==> config.mk <==
export PLATFORM = sky130hd
export DESIGN_NAME = source_text_tokenizer
export DESIGN_NICKNAME = d
export VERILOG_FILES = /design/src/hdl/stt_pkg.sv /design/src/hdl/stt_lexer.sv /design/src/hdl/stt_out_queue.sv /design/src/hdl/source_text_tokenizer.sv
export SDC_FILE = /design/constraint.sdc
export NUM_CORES = 2
export LEC_CHECK = 0
export BUFFER_PORTS_ARGS = -buffer_cell sky130_fd_sc_hd__clkbuf_2
export CAP_MARGIN = 20
export CORE_MARGIN = 2
export CORE_UTILIZATION = 55
export DETAILED_ROUTE_END_ITERATION = 8
export HOLD_SLACK_MARGIN = 0.1
export PLACE_DENSITY_LB_ADDON = 0.15
export SYNTH_ARGS = -nofsm -noshare
export SYNTH_HDL_FRONTEND = slang
export SYNTH_HIERARCHICAL = 1
export SYNTH_SLANG_ARGS = --single-unit
export TNS_END_PERCENT = 20
==> constraint.sdc <==
create_clock -name clk_i -period 19.36 [get_ports clk_i]
set_input_delay 3.872 -clock clk_i [delete_from_list [all_inputs] [get_ports clk_i]]
set_output_delay 3.872 -clock clk_i [all_outputs]
set_load 0.005 [all_outputs]
==> src/hdl/stt_pkg.sv <==
package stt_pkg;

  localparam int unsigned LINE_BITS_DEF   = 21;
  localparam int unsigned COLUMN_BITS_DEF = 17;
  localparam int unsigned OFFSET_BITS_DEF = 24;

  localparam int unsigned KIND_W   = 5;
  localparam int unsigned VALUE_W  = 63;
  localparam int unsigned LEN_W    = 16;
  localparam int unsigned BYTE_W   = 8;
  localparam int unsigned PREFIX_W = 40;
  localparam int unsigned MAX_RES  = 3;

  typedef enum logic [3:0] {
    M_IDLE  = 4'd0,
    M_SLASH = 4'd1,
    M_LINE  = 4'd2,
    M_BLOCK = 4'd3,
    M_BSTAR = 4'd4,
    M_NUM   = 4'd5,
    M_WORD  = 4'd6,
    M_EQ    = 4'd7,
    M_BANG  = 4'd8,
    M_LT    = 4'd9,
    M_GT    = 4'd10
  } mode_e;

  localparam logic [KIND_W-1:0] K_NUMBER = 5'd0;
  localparam logic [KIND_W-1:0] K_IDENT  = 5'd1;
  localparam logic [KIND_W-1:0] K_KW0    = 5'd2;
  localparam logic [KIND_W-1:0] K_PLUS   = 5'd10;
  localparam logic [KIND_W-1:0] K_MINUS  = 5'd11;
  localparam logic [KIND_W-1:0] K_STAR   = 5'd12;
  localparam logic [KIND_W-1:0] K_SLASH  = 5'd13;
  localparam logic [KIND_W-1:0] K_ASSIGN = 5'd14;
  localparam logic [KIND_W-1:0] K_EQEQ   = 5'd15;
  localparam logic [KIND_W-1:0] K_BANG   = 5'd16;
  localparam logic [KIND_W-1:0] K_NE     = 5'd17;
  localparam logic [KIND_W-1:0] K_LT     = 5'd18;
  localparam logic [KIND_W-1:0] K_GT     = 5'd19;
  localparam logic [KIND_W-1:0] K_LE     = 5'd20;
  localparam logic [KIND_W-1:0] K_GE     = 5'd21;
  localparam logic [KIND_W-1:0] K_LPAREN = 5'd22;
  localparam logic [KIND_W-1:0] K_RPAREN = 5'd23;
  localparam logic [KIND_W-1:0] K_LBRACE = 5'd24;
  localparam logic [KIND_W-1:0] K_RBRACE = 5'd25;
  localparam logic [KIND_W-1:0] K_SEMI   = 5'd26;
  localparam logic [KIND_W-1:0] K_END    = 5'd27;
  localparam logic [KIND_W-1:0] K_BAD    = 5'd28;
  localparam logic [KIND_W-1:0] K_OVER   = 5'd29;

  // keywords: let if else while print input true false
  localparam logic [PREFIX_W-1:0] KW_TEXT [8] = '{
    40'h00_006c_6574, 40'h00_0000_6966, 40'h00_656c_7365, 40'h77_6869_6c65,
    40'h70_7269_6e74, 40'h69_6e70_7574, 40'h00_7472_7565, 40'h66_616c_7365
  };
  localparam logic [LEN_W-1:0] KW_LEN [8] = '{
    16'd3, 16'd2, 16'd4, 16'd5, 16'd5, 16'd5, 16'd4, 16'd5
  };

  function automatic logic [KIND_W-1:0] word_kind(logic [PREFIX_W-1:0] prefix,
                                                  logic [LEN_W-1:0] len);
    logic [KIND_W-1:0] k;
    k = K_IDENT;
    for (int i = 7; i >= 0; i--) begin
      if (len == KW_LEN[i] && prefix == KW_TEXT[i]) k = K_KW0 + KIND_W'(i);
    end
    return k;
  endfunction

endpackage

==> src/hdl/stt_lexer.sv <==
module stt_lexer #(
  parameter int unsigned LINE_BITS   = stt_pkg::LINE_BITS_DEF,
  parameter int unsigned COLUMN_BITS = stt_pkg::COLUMN_BITS_DEF,
  parameter int unsigned OFFSET_BITS = stt_pkg::OFFSET_BITS_DEF,
  parameter int unsigned RW = stt_pkg::KIND_W + stt_pkg::VALUE_W + LINE_BITS + COLUMN_BITS
                              + OFFSET_BITS + stt_pkg::LEN_W + stt_pkg::BYTE_W + 1
) (
  input  logic                              clk_i,
  input  logic                              rst_ni,
  input  logic                              fire_i,
  input  logic [stt_pkg::BYTE_W-1:0]        byte_i,
  input  logic                              present_i,
  input  logic                              end_i,
  output logic [1:0]                        res_n_o,
  output logic [RW-1:0]                     res_o [stt_pkg::MAX_RES]
);

  localparam int unsigned LB = LINE_BITS;
  localparam int unsigned CB = COLUMN_BITS;
  localparam int unsigned OB = OFFSET_BITS;
  localparam int unsigned LW = stt_pkg::LEN_W;
  localparam int unsigned VW = stt_pkg::VALUE_W;
  localparam int unsigned KW = stt_pkg::KIND_W;
  localparam int unsigned PW = stt_pkg::PREFIX_W;

  localparam logic [LB-1:0] LINE_TOP = {1'b1, {(LB-1){1'b0}}};
  localparam logic [CB-1:0] COL_TOP  = {1'b1, {(CB-1){1'b0}}};
  localparam logic [OB-1:0] OFF_TOP  = {OB{1'b1}};
  localparam logic [LW-1:0] LEN_TOP  = {LW{1'b1}};
  localparam logic [LB-1:0] LINE_ONE = LB'(1);
  localparam logic [CB-1:0] COL_ONE  = CB'(1);

  stt_pkg::mode_e mode_q, mode_d;
  logic [LB-1:0] cur_line_q, cur_line_d, st_line_q, st_line_d;
  logic [CB-1:0] cur_col_q, cur_col_d, st_col_q, st_col_d;
  logic [OB-1:0] cur_off_q, cur_off_d, st_off_q, st_off_d;
  logic [VW-1:0] acc_q, acc_d;
  logic [PW-1:0] prefix_q, prefix_d;
  logic [LW-1:0] wlen_q, wlen_d;
  logic          err_q, err_d;

  logic          a_v, b_v, e1_v, e2_v;
  logic [RW-1:0] a_r, b_r, e1_r, e2_r;
  logic          restart;
  logic          is_blank, is_digit, is_alpha, is_word;
  logic [3:0]    digit;
  logic [VW+3:0] acc_x10;

  function automatic logic [RW-1:0] pack(logic [KW-1:0] kind, logic [VW-1:0] value,
                                         logic [LB-1:0] line, logic [CB-1:0] col,
                                         logic [OB-1:0] off, logic [LW-1:0] len,
                                         logic [stt_pkg::BYTE_W-1:0] bad, logic last);
    return {kind, value, line, col, off, len, bad, last};
  endfunction

  function automatic logic fin_valid(stt_pkg::mode_e m);
    return m == stt_pkg::M_NUM || m == stt_pkg::M_WORD || m == stt_pkg::M_SLASH ||
           m == stt_pkg::M_EQ || m == stt_pkg::M_BANG || m == stt_pkg::M_LT ||
           m == stt_pkg::M_GT;
  endfunction

  function automatic logic [RW-1:0] fin_pack(stt_pkg::mode_e m, logic [LB-1:0] sl,
                                             logic [CB-1:0] sc, logic [OB-1:0] so,
                                             logic [VW-1:0] acc, logic [LW-1:0] wl,
                                             logic [PW-1:0] pre);
    logic [KW-1:0] k;
    logic [VW-1:0] v;
    logic [LW-1:0] l;
    k = stt_pkg::K_SLASH;
    v = '0;
    l = LW'(1);
    case (m)
      stt_pkg::M_NUM: begin
        k = stt_pkg::K_NUMBER;
        v = acc;
        l = wl;
      end
      stt_pkg::M_WORD: begin
        k = stt_pkg::word_kind(pre, wl);
        l = wl;
      end
      stt_pkg::M_EQ:   k = stt_pkg::K_ASSIGN;
      stt_pkg::M_BANG: k = stt_pkg::K_BANG;
      stt_pkg::M_LT:   k = stt_pkg::K_LT;
      stt_pkg::M_GT:   k = stt_pkg::K_GT;
      default:         k = stt_pkg::K_SLASH;
    endcase
    return pack(k, v, sl, sc, so, l, '0, 1'b0);
  endfunction

  function automatic logic [KW-1:0] dbl_kind(stt_pkg::mode_e m);
    logic [KW-1:0] k;
    case (m)
      stt_pkg::M_EQ:   k = stt_pkg::K_EQEQ;
      stt_pkg::M_BANG: k = stt_pkg::K_NE;
      stt_pkg::M_LT:   k = stt_pkg::K_LE;
      default:         k = stt_pkg::K_GE;
    endcase
    return k;
  endfunction

  assign is_blank = byte_i == 8'h20 || byte_i == 8'h09 || byte_i == 8'h0d || byte_i == 8'h0a;
  assign is_digit = byte_i >= 8'h30 && byte_i <= 8'h39;
  assign is_alpha = (byte_i >= 8'h61 && byte_i <= 8'h7a) || (byte_i >= 8'h41 && byte_i <= 8'h5a);
  assign is_word  = is_alpha || is_digit || byte_i == 8'h5f;
  assign digit    = byte_i[3:0];
  // acc * 10 + digit; anything at or above bit VW means overflow
  assign acc_x10  = ({4'b0, acc_q} << 3) + ({4'b0, acc_q} << 1) + (VW+4)'(digit);

  always_comb begin
    mode_d     = mode_q;
    cur_line_d = cur_line_q;
    cur_col_d  = cur_col_q;
    cur_off_d  = cur_off_q;
    st_line_d  = st_line_q;
    st_col_d   = st_col_q;
    st_off_d   = st_off_q;
    acc_d      = acc_q;
    prefix_d   = prefix_q;
    wlen_d     = wlen_q;
    err_d      = err_q;
    a_v = 1'b0; b_v = 1'b0; e1_v = 1'b0; e2_v = 1'b0;
    a_r = '0;   b_r = '0;   e1_r = '0;   e2_r = '0;
    restart = 1'b0;
    if (fire_i && !err_q && present_i) begin
      case (mode_q)
        stt_pkg::M_NUM: begin
          if (!is_digit) begin
            restart = 1'b1;
          end else if (|acc_x10[VW+3:VW]) begin
            b_v = 1'b1;
            b_r = pack(stt_pkg::K_OVER, '0, st_line_q, st_col_q, st_off_q,
                       (wlen_q == LEN_TOP) ? wlen_q : wlen_q + LW'(1), '0, 1'b1);
            err_d  = 1'b1;
            mode_d = stt_pkg::M_IDLE;
          end else begin
            acc_d = acc_x10[VW-1:0];
            if (wlen_q != LEN_TOP) wlen_d = wlen_q + LW'(1);
          end
        end
        stt_pkg::M_WORD: begin
          if (is_word) begin
            if (wlen_q < LW'(5)) prefix_d = {prefix_q[PW-9:0], byte_i};
            if (wlen_q != LEN_TOP) wlen_d = wlen_q + LW'(1);
          end else begin
            restart = 1'b1;
          end
        end
        stt_pkg::M_SLASH: begin
          if (byte_i == 8'h2f) mode_d = stt_pkg::M_LINE;
          else if (byte_i == 8'h2a) mode_d = stt_pkg::M_BLOCK;
          else restart = 1'b1;
        end
        stt_pkg::M_EQ, stt_pkg::M_BANG, stt_pkg::M_LT, stt_pkg::M_GT: begin
          if (byte_i == 8'h3d) begin
            b_v = 1'b1;
            b_r = pack(dbl_kind(mode_q), '0, st_line_q, st_col_q, st_off_q, LW'(2), '0, 1'b0);
            mode_d = stt_pkg::M_IDLE;
          end else begin
            restart = 1'b1;
          end
        end
        stt_pkg::M_LINE: begin
          if (byte_i == 8'h0a) mode_d = stt_pkg::M_IDLE;
        end
        stt_pkg::M_BLOCK: begin
          if (byte_i == 8'h2a) mode_d = stt_pkg::M_BSTAR;
        end
        stt_pkg::M_BSTAR: begin
          if (byte_i == 8'h2f) mode_d = stt_pkg::M_IDLE;
          else if (byte_i != 8'h2a) mode_d = stt_pkg::M_BLOCK;
        end
        default: restart = 1'b1;
      endcase

      if (restart) begin
        // flush the pending token, then open a new one at this byte unless it is blank
        a_v = fin_valid(mode_q);
        a_r = fin_pack(mode_q, st_line_q, st_col_q, st_off_q, acc_q, wlen_q, prefix_q);
        mode_d = stt_pkg::M_IDLE;
        if (!is_blank) begin
          st_line_d = cur_line_q;
          st_col_d  = cur_col_q;
          st_off_d  = cur_off_q;
          if (is_digit) begin
            mode_d = stt_pkg::M_NUM;
            acc_d  = VW'(digit);
            wlen_d = LW'(1);
          end else if (is_alpha || byte_i == 8'h5f) begin
            mode_d   = stt_pkg::M_WORD;
            prefix_d = PW'(byte_i);
            wlen_d   = LW'(1);
          end else begin
            case (byte_i)
              8'h2f: mode_d = stt_pkg::M_SLASH;
              8'h3d: mode_d = stt_pkg::M_EQ;
              8'h21: mode_d = stt_pkg::M_BANG;
              8'h3c: mode_d = stt_pkg::M_LT;
              8'h3e: mode_d = stt_pkg::M_GT;
              8'h2b, 8'h2d, 8'h2a, 8'h28, 8'h29, 8'h7b, 8'h7d, 8'h3b: begin
                b_v = 1'b1;
                case (byte_i)
                  8'h2b:   b_r = pack(stt_pkg::K_PLUS, '0, cur_line_q, cur_col_q, cur_off_q,
                                      LW'(1), '0, 1'b0);
                  8'h2d:   b_r = pack(stt_pkg::K_MINUS, '0, cur_line_q, cur_col_q, cur_off_q,
                                      LW'(1), '0, 1'b0);
                  8'h2a:   b_r = pack(stt_pkg::K_STAR, '0, cur_line_q, cur_col_q, cur_off_q,
                                      LW'(1), '0, 1'b0);
                  8'h28:   b_r = pack(stt_pkg::K_LPAREN, '0, cur_line_q, cur_col_q, cur_off_q,
                                      LW'(1), '0, 1'b0);
                  8'h29:   b_r = pack(stt_pkg::K_RPAREN, '0, cur_line_q, cur_col_q, cur_off_q,
                                      LW'(1), '0, 1'b0);
                  8'h7b:   b_r = pack(stt_pkg::K_LBRACE, '0, cur_line_q, cur_col_q, cur_off_q,
                                      LW'(1), '0, 1'b0);
                  8'h7d:   b_r = pack(stt_pkg::K_RBRACE, '0, cur_line_q, cur_col_q, cur_off_q,
                                      LW'(1), '0, 1'b0);
                  default: b_r = pack(stt_pkg::K_SEMI, '0, cur_line_q, cur_col_q, cur_off_q,
                                      LW'(1), '0, 1'b0);
                endcase
              end
              default: begin
                b_v   = 1'b1;
                b_r   = pack(stt_pkg::K_BAD, '0, cur_line_q, cur_col_q, cur_off_q,
                             LW'(1), byte_i, 1'b1);
                err_d = 1'b1;
              end
            endcase
          end
        end
      end

      // advance position, saturating
      if (byte_i == 8'h0a) begin
        if (cur_line_q < LINE_TOP) cur_line_d = cur_line_q + LINE_ONE;
        cur_col_d = COL_ONE;
      end else if (cur_col_q < COL_TOP) begin
        cur_col_d = cur_col_q + COL_ONE;
      end
      if (cur_off_q != OFF_TOP) cur_off_d = cur_off_q + OB'(1);
    end

    if (fire_i && end_i) begin
      if (!err_q && !err_d) begin
        e1_v = fin_valid(mode_d);
        e1_r = fin_pack(mode_d, st_line_d, st_col_d, st_off_d, acc_d, wlen_d, prefix_d);
        e2_v = 1'b1;
        e2_r = pack(stt_pkg::K_END, '0, cur_line_d, cur_col_d, cur_off_d, '0, '0, 1'b1);
      end
      mode_d     = stt_pkg::M_IDLE;
      cur_line_d = LINE_ONE;
      cur_col_d  = COL_ONE;
      cur_off_d  = '0;
      st_line_d  = LINE_ONE;
      st_col_d   = COL_ONE;
      st_off_d   = '0;
      acc_d      = '0;
      prefix_d   = '0;
      wlen_d     = '0;
      err_d      = 1'b0;
    end
  end

  // pack the produced words in order into the first slots
  always_comb begin
    logic [1:0] n;
    n = 2'd0;
    for (int i = 0; i < stt_pkg::MAX_RES; i++) res_o[i] = '0;
    if (a_v) begin
      res_o[0] = a_r;
      n = 2'd1;
    end
    if (b_v) begin
      res_o[n] = b_r;
      n = n + 2'd1;
    end
    if (e1_v && n != 2'd3) begin
      res_o[n] = e1_r;
      n = n + 2'd1;
    end
    if (e2_v && n != 2'd3) begin
      res_o[n] = e2_r;
      n = n + 2'd1;
    end
    res_n_o = n;
  end

  always_ff @(posedge clk_i or negedge rst_ni) begin
    if (!rst_ni) begin
      mode_q     <= stt_pkg::M_IDLE;
      cur_line_q <= LINE_ONE;
      cur_col_q  <= COL_ONE;
      cur_off_q  <= '0;
      st_line_q  <= LINE_ONE;
      st_col_q   <= COL_ONE;
      st_off_q   <= '0;
      acc_q      <= '0;
      prefix_q   <= '0;
      wlen_q     <= '0;
      err_q      <= 1'b0;
    end else begin
      mode_q     <= mode_d;
      cur_line_q <= cur_line_d;
      cur_col_q  <= cur_col_d;
      cur_off_q  <= cur_off_d;
      st_line_q  <= st_line_d;
      st_col_q   <= st_col_d;
      st_off_q   <= st_off_d;
      acc_q      <= acc_d;
      prefix_q   <= prefix_d;
      wlen_q     <= wlen_d;
      err_q      <= err_d;
    end
  end

endmodule

==> src/hdl/stt_out_queue.sv <==
module stt_out_queue #(
  parameter int unsigned RW = 8
) (
  input  logic          clk_i,
  input  logic          rst_ni,
  input  logic          in_valid_i,
  output logic          in_ready_o,
  input  logic [1:0]    res_n_i,
  input  logic [RW-1:0] res_i [stt_pkg::MAX_RES],
  output logic          out_valid_o,
  input  logic          out_ready_i,
  output logic [RW-1:0] head_o,
  output logic [1:0]    count_o
);

  logic [RW-1:0] slot_q [stt_pkg::MAX_RES];
  logic [1:0]    cnt_q;
  logic          fire, pop;

  // take a new item when empty or once the last waiting word leaves this cycle
  assign in_ready_o  = cnt_q == 2'd0 || (cnt_q == 2'd1 && out_ready_i);
  assign fire        = in_valid_i && in_ready_o;
  assign out_valid_o = cnt_q != 2'd0;
  assign pop         = out_valid_o && out_ready_i;
  assign head_o      = slot_q[0];
  assign count_o     = cnt_q;

  always_ff @(posedge clk_i or negedge rst_ni) begin
    if (!rst_ni) begin
      cnt_q <= 2'd0;
    end else if (fire) begin
      cnt_q <= res_n_i;
    end else if (pop) begin
      cnt_q <= cnt_q - 2'd1;
    end
  end

  always_ff @(posedge clk_i) begin
    if (fire && res_n_i != 2'd0) begin
      slot_q <= res_i;
    end else if (pop) begin
      slot_q[0] <= slot_q[1];
      slot_q[1] <= slot_q[2];
    end
  end

endmodule

==> src/hdl/source_text_tokenizer.sv <==
// Streaming lexer for a small C-like language.
// Input channel (in_valid_i/in_ready_o): one byte of source per word, with
// byte_present_i (byte is real) and source_end_i (last word of this source).
// Output channel (out_valid_o/out_ready_i): one token per word with kind,
// number value, start line/column/offset, length, offending byte and run_last.
// A word produces zero to three tokens, all computed in the accept cycle and
// loaded into a three-entry result buffer with a single output port; the first
// appears in the cycle after acceptance. Throughput is one input word per cycle
// while each word yields at most one token and the receiver does not stall; a
// word that yields more holds in_ready_o low until all but its last have left.
// A new word is taken in the same cycle the last buffered token leaves.
// When the receiver stalls, the buffer holds its tokens and in_ready_o drops
// once it is not about to empty. After an error token the rest of the source
// is dropped up to its end word, which yields nothing and rearms the lexer.
// Reset clears the buffer and puts the lexer at line 1, column 1, offset 0.
module source_text_tokenizer #(
  parameter int unsigned LINE_BITS   = stt_pkg::LINE_BITS_DEF,
  parameter int unsigned COLUMN_BITS = stt_pkg::COLUMN_BITS_DEF,
  parameter int unsigned OFFSET_BITS = stt_pkg::OFFSET_BITS_DEF
) (
  input  logic                         clk_i,
  input  logic                         rst_ni,
  input  logic                         in_valid_i,
  output logic                         in_ready_o,
  input  logic [stt_pkg::BYTE_W-1:0]   source_byte_i,
  input  logic                         byte_present_i,
  input  logic                         source_end_i,
  output logic                         out_valid_o,
  input  logic                         out_ready_i,
  output logic [stt_pkg::KIND_W-1:0]   token_kind_o,
  output logic [stt_pkg::VALUE_W-1:0]  number_value_o,
  output logic [LINE_BITS-1:0]         token_line_o,
  output logic [COLUMN_BITS-1:0]       token_column_o,
  output logic [OFFSET_BITS-1:0]       token_offset_o,
  output logic [stt_pkg::LEN_W-1:0]    token_length_o,
  output logic [stt_pkg::BYTE_W-1:0]   offending_byte_o,
  output logic                         run_last_o
);

  localparam int unsigned RW = stt_pkg::KIND_W + stt_pkg::VALUE_W + LINE_BITS + COLUMN_BITS
                               + OFFSET_BITS + stt_pkg::LEN_W + stt_pkg::BYTE_W + 1;

  logic          fire;
  logic [1:0]    res_n;
  logic [RW-1:0] res [stt_pkg::MAX_RES];
  logic [RW-1:0] head;
  logic [1:0]    count;

  assign fire = in_valid_i && in_ready_o;

  stt_lexer #(
    .LINE_BITS   (LINE_BITS),
    .COLUMN_BITS (COLUMN_BITS),
    .OFFSET_BITS (OFFSET_BITS),
    .RW          (RW)
  ) u_lexer (
    .clk_i     (clk_i),
    .rst_ni    (rst_ni),
    .fire_i    (fire),
    .byte_i    (source_byte_i),
    .present_i (byte_present_i),
    .end_i     (source_end_i),
    .res_n_o   (res_n),
    .res_o     (res)
  );

  stt_out_queue #(
    .RW (RW)
  ) u_queue (
    .clk_i       (clk_i),
    .rst_ni      (rst_ni),
    .in_valid_i  (in_valid_i),
    .in_ready_o  (in_ready_o),
    .res_n_i     (res_n),
    .res_i       (res),
    .out_valid_o (out_valid_o),
    .out_ready_i (out_ready_i),
    .head_o      (head),
    .count_o     (count)
  );

  assign {token_kind_o, number_value_o, token_line_o, token_column_o, token_offset_o,
          token_length_o, offending_byte_o, run_last_o} = head;

  a_run_last_kind: assert property (@(posedge clk_i) disable iff (!rst_ni)
    out_valid_o && run_last_o |->
      (token_kind_o == stt_pkg::K_END || token_kind_o == stt_pkg::K_BAD ||
       token_kind_o == stt_pkg::K_OVER))
    else $error("run_last on a non-final token");

  a_ready_drain: assert property (@(posedge clk_i) disable iff (!rst_ni)
    in_ready_o |-> (count == 2'd0 || (count == 2'd1 && out_ready_i)))
    else $error("input taken while buffer still holds words");

  a_load: assert property (@(posedge clk_i) disable iff (!rst_ni)
    fire && res_n != 2'd0 |=> out_valid_o && count == $past(res_n))
    else $error("produced tokens not loaded");

  a_end_last: assert property (@(posedge clk_i) disable iff (!rst_ni)
    out_valid_o && token_kind_o == stt_pkg::K_END |-> run_last_o && token_length_o == '0)
    else $error("malformed end token");

endmodule
==> out/qor.csv <==
metric;value;unit
clockRootBuffer;clkbuf_16;
ys_ff_latch;715;
ys_async_sr_fraction;0.350;
synth-simple-area-share;0.162;
insertion_delay;650;ps
hold_viol_final;0;
fin_crit_sh;0.668;
cts_sinks;715;
dp_hpwl;84200;um
firstDrtPassIters;6;
syn_area;46500;um^2
rows;106;
synth.distinct_cells;109;
ant_nets;0;
coreArea;83700;um^2
synth_edf_count;465;
cts_buffer_depth;3;
whs;517;ps
slew_headroom;0.255;
p_per_area;104;nW/um^2
dp_cells;5534;
min_period;12940;ps
intPower;0.00354;W
setup_viol;0;
wl_met2;60800;um
cts.repair.resized;0;
final_common_cell;nor2_1;
slew_viol_final;0;
startpoint_type;input pin;
yosysTopAreaCell;edfxtp_1;
drtIter0Drc;3785;
top_layer;met5;
drcViolationCount;0;
synth_cells;4696;
crit_required;19740;ps
synth_fa_ha_area_frac;0.0390;
track_usage;0.301;
path_class;in2reg;
vias;36324;
fin_total_pwr;0.00514;W
cts_tree;yes;
clkPwrFrac;0.311;
synth_top_family_by_area;compound AO/OA/AOI/OAI gates;
drive_gt1_frac;0.162;
peakVddDrop;92.2;uV
critPathArrivalTime;13320;ps
grt_start_max_net_pins;156;
cts_setup_buffers;0;
place.gp.congestion;0.982;
tightest_slew;1120;ps
htree_levels;3;
final_cells;5686;
cts_made_buffers;80;
yosys-top-cells-area;edfxtp_1 (30%), dfrtp_1 (13%), mux2_4 (9.3%);
yosysSeqAreaShare;0.434;
grt_pass1_vias;35298;
crit_fanout;123;
finalSetupTns;0;ps
yosysWarnings;6;
muxShareOfSynthArea;0.113;
ios;171;
die_width;295;um
syn_avg_cell_area;9.91;um^2
fp.dieH;295;um
synthXorXnorAreaFrac;0.0228;
max_cap_violations;0;
grt_pass1_wl;207000;um
rsz0062_at_grt;false;
antenna_found_initial;4;
area_growth;5.92;%
min_path_type;reg2reg;
power.leakage;20.2;nW
die-area;87000;um^2
mostFrequentLayoutCells;nor2_1 (777), edfxtp_1 (465), mux2_4 (289);
endpoint_kind;flip-flop;
overflow;0;
outcome;completed;
clkTransAtPathRegs;60;ps
timing.fmax;77.3;MHz
synth-compound-area-share;0.163;
pwr-share-comb;0.256;
vias_per_cell;6.39;
io_buffers;170;
p_seq_frac;0.433;
switching_share;0.310;
wl_met1;57400;um
finClkSkew;39.9;ps
avgRoutedWirePerCell;23.3;um
yosysTopAreaCellShare;0.300;
holdBufCountCts;0;
nets;4642;
start_util;0.556;
yosys_most_used_dff;edfxtp_1;
switchingPower;0.00160;W
finalWirelength;132000;um
dr_wl_met3;10600;um
[Yosys cell counts (all sizes together), types with 23 or more instances]
cell type	number
xor2	60
nor2	783
and3	41
o211ai	79
nor3	77
clkbuf	255
mux2i	65
nand3	155
nor4	32
a21oi	227
nand2	262
edfxtp	465
inv	49
a211oi	89
or2	76
nand4	56
o21ai	249
a221o	64
a22oi	150
dfrtp	246
and2	37
buf	264
xnor2	61
a21o	32
mux2	313
a31oi	83
ha	142
nor2b	23
[kinds of logic (layout without fill, tap and decap cells)]
kind of cell | Yosys count | after routing
XOR/XNOR | 121 | 121
buffers and inverters | 570 | 417
adder cells (fa/ha/maj) | 144 | 144
other | 1 | 10
multiplexers | 378 | 378
AND/OR/NAND/NOR | 1637 | 1637
AO/OA/AOI/OAI | 1130 | 1130
flip-flops | 715 | 715
[metal layers]
layer,vias up,track usage
met1,17804,0.421
li1,16717,-
met5,-,0
met4,6,0.0946
met2,1543,0.477
met3,254,0.0529
[critical path, stage by stage]
cell	delay, ps
clkbuf_2	310
inv_1	250
fa_1	510
inv_1	100
fa_1	210
a21o_1	180
a31o_2	190
a21oi_2	80
a2111oi_0	650
o21ai_0	230
a21oi_1	290
a22oi_2	160
and2_4	280
o21ai_4	160
buf_4	750
nor2_1	170
nor2_1	220
ha_1	310
o21ai_0	170
o21ai_0	200
ha_1	250
nor2_1	530
mux2_2	420
nor2_1	260
nand3b_4	560
buf_12	670
buf_12	720
mux2_4	350
[layout make-up]
cell class / count / area (um^2)
fill: 7220 / 34400
multi-input combinational: 3418 / 23400
sequential: 715 / 20200
clock buffer: 116 / 2310
tap: 1134 / 1420
timing repair buffer: 218 / 1290
clock inverter: 32 / 430
inverter: 51 / 196
antenna: 2 / 5.00
[power by group through the flow]
| stage | Combinational (W) | Clock (W) | Sequential (W) |
|---|---|---|---|
| floorplan | 0.00109 | 0 | 0.00223 |
| global placement | 0.00128 | 0 | 0.00225 |
| detailed placement | 0.00131 | 0 | 0.00225 |
| CTS | 0.00131 | 0.00163 | 0.00223 |
| global route | 0.00141 | 0.00169 | 0.00225 |
| finish | 0.00131 | 0.00160 | 0.00223 |
[state kept, by name (all words and copies together), names as in the netlist, 16 cells and up]
signal              count
u_lexer/cur_off_q      24
u_lexer/wlen_q         16
u_lexer/acc_q          63
u_lexer/st_col_q       17
u_lexer/cur_line_q     21
u_lexer/prefix_q       40
u_queue/slot_q        310
u_lexer/st_line_q      21
u_lexer/st_off_q       24
u_lexer/cur_col_q      17
u_queue/head_o        155
[final timing paths]
path	end	cells past startpoint	startpoint	slack [ps]
setup / recovery	u_queue/head_o[117]$_DFFE_PP_	28	source_byte_i[3]	6420
hold / removal	u_queue/head_o[152]$_DFFE_PP_	1	u_queue/slot_q[307]$_DFFE_PP_	520
setup reg to reg	u_queue/head_o[117]$_DFFE_PP_	25	u_lexer/acc_q[8]$_DFF_PN0_	9800
hold reg to reg	u_queue/head_o[152]$_DFFE_PP_	1	u_queue/slot_q[307]$_DFFE_PP_	520
max in group asynchronous	u_lexer/st_line_q[8]$_DFF_PN0_	3	rst_ni	14100
min in group asynchronous	u_lexer/acc_q[39]$_DFF_PN0_	1	rst_ni	3240
[metrics by stage]
stage,setup slack (ps),cell area (um^2),util
global route,5720,49300,0.589
finish,6420,49300,0.589
floorplan,1620,46600,-
CTS,6480,49300,0.589
detailed placement,5840,46500,0.556
global placement,6020,46500,0.556
Power figures use the tool's default switching activity.
